## src/pisc_pkg.sv

```systemverilog
// Package of types and constants shared by the PI speed controller.
`timescale 1ns / 1ps

package pisc_pkg;

    localparam int SPEED_W  = 16;
    localparam int GAIN_W   = 16;
    localparam int DUTY_W   = 16;
    localparam int STATE_W  = 2;
    localparam int MODE_W   = 2;
    localparam int CFG_AW   = 3;
    localparam int CFG_DW   = 16;
    localparam int FRAC_W   = 12;
    localparam int INTEG_W  = 19;
    localparam int ERR_W    = SPEED_W + 1;
    localparam int PROD_W   = GAIN_W + 1 + ERR_W;
    localparam int SUM_W    = PROD_W + 1;
    localparam int FLOOR_W  = SUM_W - 1 - FRAC_W;

    localparam logic signed [INTEG_W-1:0] INTEG_LIMIT = 19'sd204800;

    localparam logic [GAIN_W-1:0] KP_RESET        = 16'd2048;
    localparam logic [GAIN_W-1:0] KI_RESET        = 16'd205;
    localparam logic [SPEED_W-1:0] ERR_LIMIT_RESET = 16'd50;
    localparam logic [DUTY_W-1:0] MAX_DUTY_RESET  = 16'd100;
    localparam logic [DUTY_W-1:0] MIN_DUTY_RESET  = 16'd20;

    typedef enum logic [MODE_W-1:0] {
        MODE_SAMPLE = 2'd0,
        MODE_TARGET = 2'd1,
        MODE_CLEAR  = 2'd2
    } mode_t;

    typedef enum logic [CFG_AW-1:0] {
        CFG_KP_GAIN     = 3'd0,
        CFG_KI_GAIN     = 3'd1,
        CFG_ERROR_LIMIT = 3'd2,
        CFG_MAX_DUTY    = 3'd3,
        CFG_MIN_DUTY    = 3'd4
    } cfg_index_t;

    typedef enum logic [2:0] {
        ST_IDLE = 3'b001,
        ST_RUN  = 3'b010,
        ST_ERR  = 3'b100
    } run_state_t;

    localparam logic [STATE_W-1:0] CODE_IDLE = 2'd0;
    localparam logic [STATE_W-1:0] CODE_RUN  = 2'd1;
    localparam logic [STATE_W-1:0] CODE_ERR  = 2'd2;

    function automatic logic [STATE_W-1:0] state_code(input run_state_t st);
        logic [STATE_W-1:0] code;
        case (st)
            ST_IDLE: code = CODE_IDLE;
            ST_RUN:  code = CODE_RUN;
            ST_ERR:  code = CODE_ERR;
            default: code = CODE_IDLE;
        endcase
        return code;
    endfunction

endpackage

```

## src/pi_speed_controller.sv

```systemverilog
// PI motor speed regulator with integral anti-windup, top level.
// An input transfer reaches the result through the input register, then the result register.
// Throughput: one item per cycle while the output is not stalled; the PI update of the state is combinational.
// Reset: asynchronous, active low; gains and limits take their defaults,
// target and integral clear, the controller starts idle.
`timescale 1ns / 1ps

module pi_speed_controller (
    input  logic                          clk,
    input  logic                          rst_n,
    input  logic                          cfg_we,
    input  logic [pisc_pkg::CFG_AW-1:0]   cfg_addr,
    input  logic [pisc_pkg::CFG_DW-1:0]   cfg_data,
    input  logic                          s_axis_tvalid,
    output logic                          s_axis_tready,
    input  logic [15:0]                   s_axis_tdata,  // [15:0] speed
    input  logic [1:0]                    s_axis_tuser,  // [1:0] mode
    output logic                          m_axis_tvalid,
    input  logic                          m_axis_tready,
    output logic [23:0]                   m_axis_tdata   // [15:0] duty, [17:16] ctrl_state
);
    import pisc_pkg::*;

    logic [GAIN_W-1:0]  kp_reg;
    logic [GAIN_W-1:0]  ki_reg;
    logic [SPEED_W-1:0] err_limit_reg;
    logic [DUTY_W-1:0]  max_duty_reg;
    logic [DUTY_W-1:0]  min_duty_reg;

    logic               in_valid_reg;
    logic [MODE_W-1:0]  in_mode_reg;
    logic [SPEED_W-1:0] in_speed_reg;

    logic                       out_valid_reg;
    logic [DUTY_W-1:0]          out_duty_reg;
    logic [STATE_W-1:0]         out_state_reg;

    logic [SPEED_W-1:0]         target_reg;
    logic signed [INTEG_W-1:0]  integ_reg;
    run_state_t                 run_state_reg;

    logic [SPEED_W-1:0]         target_next;
    logic signed [INTEG_W-1:0]  integ_next;
    run_state_t                 run_state_next;
    logic [DUTY_W-1:0]          duty_next;

    logic                       advance;
    logic signed [ERR_W-1:0]    err;
    logic signed [PROD_W-1:0]   ki_prod;
    logic signed [PROD_W-1:0]   kp_prod;
    logic signed [SUM_W-1:0]    acc_sum;
    logic signed [INTEG_W-1:0]  acc_clamped;
    logic signed [SUM_W-1:0]    duty_sum;
    logic [FLOOR_W-1:0]         floored;
    logic [FLOOR_W-1:0]         shaped;
    logic [DUTY_W-1:0]          sample_duty;
    logic                       err_high;

    assign advance       = in_valid_reg && (!out_valid_reg || m_axis_tready);
    assign s_axis_tready = !in_valid_reg || advance;
    assign m_axis_tvalid = out_valid_reg;
    assign m_axis_tdata  = {6'd0, out_state_reg, out_duty_reg};

    always_ff @(posedge clk or negedge rst_n)
    begin
        if (!rst_n)
        begin
            kp_reg        <= KP_RESET;
            ki_reg        <= KI_RESET;
            err_limit_reg <= ERR_LIMIT_RESET;
            max_duty_reg  <= MAX_DUTY_RESET;
            min_duty_reg  <= MIN_DUTY_RESET;
        end
        else if (cfg_we)
        begin
            case (cfg_addr)
                CFG_KP_GAIN:     kp_reg        <= cfg_data;
                CFG_KI_GAIN:     ki_reg        <= cfg_data;
                CFG_ERROR_LIMIT: err_limit_reg <= cfg_data;
                CFG_MAX_DUTY:    max_duty_reg  <= cfg_data;
                CFG_MIN_DUTY:    min_duty_reg  <= cfg_data;
                default:         ;
            endcase
        end
    end

    always_comb
    begin
        err         = $signed({1'b0, target_reg}) - $signed({1'b0, in_speed_reg});
        ki_prod     = $signed({1'b0, ki_reg}) * err;
        kp_prod     = $signed({1'b0, kp_reg}) * err;
        acc_sum     = {ki_prod[PROD_W-1], ki_prod}
                    + {{(SUM_W-INTEG_W){integ_reg[INTEG_W-1]}}, integ_reg};
        if (acc_sum > $signed({{(SUM_W-INTEG_W){1'b0}}, INTEG_LIMIT}))
            acc_clamped = INTEG_LIMIT;
        else if (acc_sum < -$signed({{(SUM_W-INTEG_W){1'b0}}, INTEG_LIMIT}))
            acc_clamped = -INTEG_LIMIT;
        else
            acc_clamped = acc_sum[INTEG_W-1:0];
        duty_sum    = {kp_prod[PROD_W-1], kp_prod}
                    + {{(SUM_W-INTEG_W){acc_clamped[INTEG_W-1]}}, acc_clamped};
        if (!duty_sum[SUM_W-1] && (duty_sum != '0))
            floored = duty_sum[SUM_W-2:FRAC_W];
        else
            floored = '0;
        if ((floored != '0) && (floored < {{(FLOOR_W-DUTY_W){1'b0}}, min_duty_reg}))
            shaped = {{(FLOOR_W-DUTY_W){1'b0}}, min_duty_reg};
        else
            shaped = floored;
        if (shaped > {{(FLOOR_W-DUTY_W){1'b0}}, max_duty_reg})
            sample_duty = max_duty_reg;
        else
            sample_duty = shaped[DUTY_W-1:0];
        err_high    = !err[ERR_W-1] && ({1'b0, err[SPEED_W-1:0]} > {err_limit_reg, 1'b0});
    end

    always_comb
    begin
        target_next    = target_reg;
        integ_next     = integ_reg;
        run_state_next = run_state_reg;
        duty_next      = '0;
        case (in_mode_reg)
            MODE_SAMPLE:
            begin
                if (run_state_reg != ST_IDLE)
                begin
                    integ_next = acc_clamped;
                    duty_next  = sample_duty;
                    if (err_high)
                        run_state_next = ST_ERR;
                end
            end
            MODE_TARGET:
            begin
                target_next    = in_speed_reg;
                integ_next     = '0;
                run_state_next = (in_speed_reg == '0) ? ST_IDLE : ST_RUN;
            end
            MODE_CLEAR:
            begin
                integ_next = '0;
            end
            default: ;
        endcase
    end

    always_ff @(posedge clk or negedge rst_n)
    begin
        if (!rst_n)
        begin
            in_valid_reg  <= 1'b0;
            out_valid_reg <= 1'b0;
            target_reg    <= '0;
            integ_reg     <= '0;
            run_state_reg <= ST_IDLE;
        end
        else
        begin
            if (s_axis_tready)
                in_valid_reg <= s_axis_tvalid;
            if (advance)
            begin
                out_valid_reg <= 1'b1;
                target_reg    <= target_next;
                integ_reg     <= integ_next;
                run_state_reg <= run_state_next;
            end
            else if (m_axis_tready)
            begin
                out_valid_reg <= 1'b0;
            end
        end
    end

    always_ff @(posedge clk)
    begin
        if (s_axis_tready && s_axis_tvalid)
        begin
            in_mode_reg  <= s_axis_tuser;
            in_speed_reg <= s_axis_tdata;
        end
        if (advance)
        begin
            out_duty_reg  <= duty_next;
            out_state_reg <= state_code(run_state_next);
        end
    end

`ifndef SYNTHESIS
    a_state_onehot: assert property (@(posedge clk) disable iff (!rst_n)
        $onehot(run_state_reg))
        else $error("run state not one-hot");

    a_integ_bounded: assert property (@(posedge clk) disable iff (!rst_n)
        (integ_reg <= INTEG_LIMIT) && (integ_reg >= -INTEG_LIMIT))
        else $error("integral outside anti-windup limit");

    a_idle_zero_target: assert property (@(posedge clk) disable iff (!rst_n)
        (run_state_reg == ST_IDLE) == (target_reg == '0))
        else $error("idle state and target speed disagree");

    a_idle_no_duty: assert property (@(posedge clk) disable iff (!rst_n)
        (out_valid_reg && (out_state_reg == CODE_IDLE)) |-> (out_duty_reg == '0))
        else $error("nonzero duty reported while idle");
`endif

endmodule

```

## config.mk

```make
export PLATFORM = sky130hd
export DESIGN_NAME = pi_speed_controller
export DESIGN_NICKNAME = d
export VERILOG_FILES = /design/src/pisc_pkg.sv /design/src/pi_speed_controller.sv
export SDC_FILE = /design/constraint.sdc
export NUM_CORES = 2
export LEC_CHECK = 0
export BUFFER_PORTS_ARGS = -buffer_cell sky130_fd_sc_hd__buf_2
export CAP_MARGIN = 20
export CORE_ASPECT_RATIO = 0.8
export CORE_MARGIN = 2
export CORE_UTILIZATION = 50
export DETAILED_ROUTE_END_ITERATION = 8
export GPL_TIMING_DRIVEN = 0
export PLACE_DENSITY_LB_ADDON = 0.3
export SKIP_CTS_REPAIR_TIMING = 1
export SYNTH_ARGS = -nofsm -noshare
export SYNTH_HDL_FRONTEND = slang
export SYNTH_SLANG_ARGS = --single-unit
export TNS_END_PERCENT = 10
```

## constraint.sdc

```tcl
create_clock -name clk -period 19 [get_ports clk]
set_input_delay 1.9 -clock clk [delete_from_list [all_inputs] [get_ports clk]]
set_output_delay 1.9 -clock clk [all_outputs]
set_load 0.02 [all_outputs]
```

=== After elaboration in Yosys (flattened, before gate mapping) ===
Index checks and enable logic that the tools add are counted.

* Register bits after elaboration: 156
* Latch bits: 0
* Bits in writable memories: 0
* ROM bits: 0
* Input bits: 42
* Logic and storage cells: 75
* Memories kept: 0

* Add/subtract/negate cells: 3
* $mul: 2
* Div/mod/pow operators: 0
* Magnitude comparators: 5
* Equality and inequality tests: 10
* Shift-type cells: 0
* Muxes and demuxes: 14
* Bitwise logic cells: 0
* Reductions and logical operators: 27

{| class="wikitable"
|+ Operators by type and width
! kind !! number
|-
| $add A34 B19 Y35 || 2
|-
| $mul A17 B17 Y34 || 2
|-
| $mux W19 || 3
|-
| $mux W22 || 2
|-
| $pmux W19 S2 || 1
|-
| $gt A35 B19 Y1 const B || 1
|-
| $lt A35 B19 Y1 const B || 1
|-
| $reduce_bool A35 Y1 || 1
|-
| $gt A22 B16 Y1 || 1
|-
| $lt A22 B16 Y1 || 1
|-
| $reduce_bool A22 Y1 || 1
|-
| $gt A16 B17 Y1 || 1
|-
| $sub A16 B16 Y17 || 1
|-
| $logic_not A16 Y1 || 1
|-
| $mux W16 || 1
|-
| $reduce_and A2 Y1 || 7
|-
| $eq A3 B2 Y1 const B || 3
|-
| $eq A3 B3 Y1 const B || 2
|-
| $mux W3 || 2
|-
| $pmux W3 S2 || 1
|-
| $logic_and A1 B1 Y1 || 5
|-
| $logic_not A1 Y1 || 4
|-
| $pmux W2 S2 || 1
|-
| $reduce_bool A2 Y1 || 2
|-
| other kinds (12) || 14
|}

=== Depth between registers and ports, before layout ===
* Depth in word-level cells: 15
* Gate-level depth with buffers: 85
* Mapped depth without buffers: 80

=== Least setup slack after synthesis ===
OpenSTA, ideal clock, no wires.

* Kind: register to register
* From: register in_speed_reg[1]
* To: register out_duty_reg[9], data pin
* Setup time: 0.257 ns
* Arrival: 17.963 ns
* Setup slack: 0.780 ns
* Cell stages (with the launch flop): 82
* Period minus slack after synthesis: 18.220 ns
* Cell sequence: edfxtp_1 > inv_1 > ha_1 > nor2b_1 > o21ai_0 > nand2b_1 > a21o_1 > a21o_1 > a21o_1 > a211oi_1 > nor3_1 > or4_1 > nand3_1 > clkbuf_1 > nand2_1 > fa_1 > fa_1 > inv_1 > [... 46 more ...] > a221o_1 > a41oi_2 > clkbuf_1 > nand3_1 > a21oi_1 > ha_1 > a21oi_1 > nor2b_1 > o21ai_0 > o211ai_1 > a21o_1 > a21oi_1 > o311ai_0 > o211ai_1 > nand3b_1 > clkbuf_1 > o21ai_0 > nor2_1

* Word-level cells in the longest chain between the ends: 15

{| class="wikitable"
|+ RTL lines
! element !! line !! RTL
|-
| start: declaration || pi_speed_controller.sv:32 || <nowiki>logic [SPEED_W-1:0] in_speed_reg;</nowiki>
|-
| start signal: assignment || pi_speed_controller.sv:181 || <nowiki>in_speed_reg <= s_axis_tdata;</nowiki>
|-
| $sub A16 B16 Y17 * || pi_speed_controller.sv:89 || <nowiki>err = $signed({1'b0, target_reg}) - $signed({1'b0, in_speed_reg});</nowiki>
|-
| $mul A17 B17 Y34 || pi_speed_controller.sv:90 || <nowiki>ki_prod = $signed({1'b0, ki_reg}) * err;</nowiki>
|-
| $add A34 B19 Y35 || pi_speed_controller.sv:93 || <nowiki>+ {{(SUM_W-INTEG_W){integ_reg[INTEG_W-1]}}, integ_reg};</nowiki>
|-
| $lt A35 B19 Y1 || pi_speed_controller.sv:96 || <nowiki>else if (acc_sum < -$signed({{(SUM_W-INTEG_W){1'b0}}, INTEG_LIMIT}))</nowiki>
|-
| $mux W19 || pi_speed_controller.sv:96 ||
|-
| $mux W19 || pi_speed_controller.sv:94 || <nowiki>if (acc_sum > $signed({{(SUM_W-INTEG_W){1'b0}}, INTEG_LIMIT}))</nowiki>
|-
| $add A34 B19 Y35 * || pi_speed_controller.sv:101 || <nowiki>+ {{(SUM_W-INTEG_W){acc_clamped[INTEG_W-1]}}, acc_clamped};</nowiki>
|-
| $reduce_bool A35 Y1 / $logic_not A1 Y1 (equally long branches) || pi_speed_controller.sv:102 || <nowiki>if (!duty_sum[SUM_W-1] && (duty_sum != '0))</nowiki>
|-
| $logic_and A1 B1 Y1 || pi_speed_controller.sv:102 ||
|-
| $mux W22 * || pi_speed_controller.sv:102 ||
|-
| $lt A22 B16 Y1 / $reduce_bool A22 Y1 (equally long branches) || pi_speed_controller.sv:106 || <nowiki>if ((floored != '0) && (floored < {{(FLOOR_W-DUTY_W){1'b0}}, min_duty_reg}))</nowiki>
|-
| $logic_and A1 B1 Y1 || pi_speed_controller.sv:106 ||
|-
| $mux W22 * || pi_speed_controller.sv:106 ||
|-
| $gt A22 B16 Y1 || pi_speed_controller.sv:110 || <nowiki>if (shaped > {{(FLOOR_W-DUTY_W){1'b0}}, max_duty_reg})</nowiki>
|-
| $mux W16 * || pi_speed_controller.sv:110 ||
|-
| end signal: assignment || pi_speed_controller.sv:185 || <nowiki>out_duty_reg <= duty_next;</nowiki>
|-
| end: declaration || pi_speed_controller.sv:35 || <nowiki>logic [DUTY_W-1:0] out_duty_reg;</nowiki>
|}

Mark *: on every way between the ends. The rest lies on a longest branch, timed or not.
A chain may end at the register's enable or synchronous reset.

=== Worst setup path in the final report ===
* From: register in_speed_reg[1]
* To: register out_duty_reg[11], data pin

The elaborated chain is that of the path after synthesis.

==> metrics.md <==
| Metric | Value |
|---|---|
| Antenna violations before repair | 3 |
| Antenna-violating nets left | 0 |
| WL/cell | 19.8 um |
| Largest net degree at the start of global routing | 89 |
| Vias/cell | 5.57 |
| Clk sink count | 156 |
| Xor and xnor fraction of the mapped netlist area | 1.51% |
| Worst hold path class | flip-flop to flip-flop |
| FF-to-FF Start | in_speed_reg[1]$_DFFE_PP_ |
| Cells after Synth | 3,334 |
| Setup_tns | 0 ns |
| Synth area leaders | fa_1, ha_1, inv_1 |
| Leading area contributor after synthesis | fa_1 |
| RSZ-0062 raised after global routing | true |
| Area Growth Syn to Fin | 12.7% |
| Critical path's slowest cell | or4_1 |
| Die height | 222 um |
| # DRC | 0 |
| GRT busiest layer | met1 |
| Worst Clk Skew | 0.0192 ns |
| DP Worst Slack | -4.18 ns |
| Final HPWL DP | 68.3 mm |
| Compound-Gate Fraction of Synth Area | 9.37% |
| Max-cap violation count | 0 |
| Global Route Usage Sum | 27.7% |
| Dpl cell area | 31,200 um^2 |
| Max reg flops | 19 |
| WP data required | 19.21 ns |
| Clock root buffer | clkbuf_16 |
| TritonCTS clock tree | yes |
| Register-to-Register Path Depth | 77 |
| Final WS setup | 0.0111 ns |
| Drt pass-1 iters | 7 |
| Most frequent cells in the layout | inv_1, fa_1, nand2_1, ha_1, and2_1 |
| Starting Density | 50.3% |
| Seq cells post-synth | 156 |
| Routing usage on met3 | 8.42% |
| Status | complete, no violations |
| Hold Vio Cnt, Final | 0 |
| Post-layout net count | 4,348 |
| Hold EP | target_reg[11]$_DFFE_PN0P_ |
| RR Endpoint | out_duty_reg[11]$_SDFFCE_PN0P_ |
| Sequential fraction of the synthesis area | 13.8% |
| Number of core rows | 80 |
| Starting DRC count in detailed routing | 2,355 |
| Post-Synth Adder-Cell Area | 46.1% |
| EDFF count, synth | 36 |
| Worst setup EP type | flip-flop |
| Setup violations, final | 0 |
| Commonest non-fill, non-tap cell in the layout | inv_1 |
| Simple-gate share of the synthesized area | 16.1% |
| GPL Wtd Cong | 0.989 |
| Ys Warns | 0 |
| Arr. time, crit path | 19.20 ns |
| Critical path's largest stage delay | 0.55 ns |
| TritonCTS buffer count | 17 |
| Share of layout cells above drive strength 1 | 13.6% |
| Post-Syn Area per Cell | 8.94 um^2 |
| Ant. Diodes | 0 |
| Clk Latency, worst-skew pair | 0.47 ns |
| Filler cells | 5,345 |
| Worst R2R Setup Slack | 0.01 ns |
| Slew headroom | 24.2% |
| Remaining Overflow, GRT | 0 |
| Fin area | 33,600 um^2 |
| Top FF cell, synth | dfrtp_1 |
| Peak fanout along the critical path | 10 |
| Max-slew violation count | 0 |
| Grt met2 use | 40.2% |
| DR vias | 23,900 |
| Post-route minimum period | 18.99 ns |
| Post-synth ARST share | 76.9% |
| Hold_ws | 0.493 ns |
| Vias in the first global route | 23,300 |
| Final Cycle Share | 99.9% |
| Worst hold start | target_reg[11]$_DFFE_PN0P_ |
| Grt met1 use | 40.8% |
| Hold Path Depth | 2 |
| Yosys cell types | 85 |
| Drt total wl | 84.9 mm |
| Full die area | 61,600 um^2 |
| Die width | 277 um |
| Longest Clk Path Bufs | 2 |
| Mapped cell area | 29,800 um^2 |
| Setup Crit Path Kind | flip-flop to flip-flop |
| Core ar. | 59,300 um^2 |
| Slew @ Worst Pin | 1.13 ns |
| H-tree Lvls | 4 |
| CP Launch Type | flip-flop |
| IO Port Bufs | 60 |
| I/O pin count | 68 |
| Largest family of logic cells by synthesized area | adder cells |
| Post-synthesis mux area share | 2.10% |
| First-pass GRT wire length | 132 mm |
| Reg clk slew, reported paths | 0.08 ns |
| Share of the synthesized area in the top cell type | 32.8% |
| Fmax achieved | 0.0527 GHz |
| Crit path top cell by count | fa_1 |
-- metrics by stage --
step | util, % | instances
finish | 56.7 | 4294
global route | 56.7 | 4294
CTS | 53.6 | 4215
detailed placement | 52.6 | 4183
global placement | 52.5 | 4178
floorplan | - | 3339
-- cells in the mapped netlist (31+ instances only) --
library cell	number
a21oi_1	110
clkbuf_1	119
nand2b_1	42
ha_1	316
nor2b_1	59
nand2_1	422
dfrtp_1	105
a21o_1	36
fa_1	488
nor2_1	85
mux2_2	53
and2_1	178
inv_1	733
edfxtp_1	36
o21ai_0	110
nand3_1	37
xnor2_1	31
-- critical path: cells and delay by family, from the launching register on --
family / cells / cell delay [ns]
AND/OR/NAND/NOR: 21 / 4.05
XOR/XNOR: 2 / 0.52
AO/OA/AOI/OAI: 23 / 5.12
adder cells (fa/ha/maj): 17 / 6.86
buffers and inverters: 14 / 1.70
flip-flops: 1 / 0.46
-- metal layers --
layer / up-vias / wire length, um
met3: 109 / 10400
li1: 10800 / -
met5: - / 11
met1: 11900 / 36300
met2: 1110 / 36500
met4: 2 / 1670
-- layout make-up --
cell class / count / area, um^2 / area share, %
clock buffers: 17 / 425 / 1.27
well taps: 779 / 975 / 2.90
plain buffers: 137 / 777 / 2.31
multi-input cells: 2314 / 23400 / 69.5
repair buffers: 143 / 1030 / 3.07
flip-flops and latches: 156 / 4100 / 12.2
inverters: 733 / 2760 / 8.20
clock inverters: 15 / 175 / 0.521
-- cells by family after synthesis --
| group | count (synthesis) |
|---|---|
| AOI/OAI and AO/OA | 433 |
| xor gates and xnor gates | 49 |
| adders and majority gates | 804 |
| buffers and inverters | 870 |
| DFF | 156 |
| muxes | 56 |
| other | 1 |
| and+or+nand+nor | 965 |
-- worst max-delay path by stage --
stage	slack, ns	cells past startpoint	startpoint	to
after CTS	-4.31	78	in_speed_reg[0]$_DFFE_PP_	out_duty_reg[14]$_SDFFCE_PN0P_
final	0.01	77	in_speed_reg[1]$_DFFE_PP_	out_duty_reg[11]$_SDFFCE_PN0P_
after floorplan	0.78	81	in_speed_reg[1]$_DFFE_PP_	out_duty_reg[9]$_SDFFCE_PN0P_
after detailed placement	-4.18	78	in_speed_reg[0]$_DFFE_PP_	out_duty_reg[14]$_SDFFCE_PN0P_
after global routing	-0.62	80	in_speed_reg[1]$_DFFE_PP_	out_duty_reg[11]$_SDFFCE_PN0P_
after global placement	-4.33	78	in_speed_reg[1]$_DFFE_PP_	out_duty_reg[14]$_SDFFCE_PN0P_
Power is not shown: default switching activity piles up to over one toggle a cycle in this logic, so the estimate is an artifact.
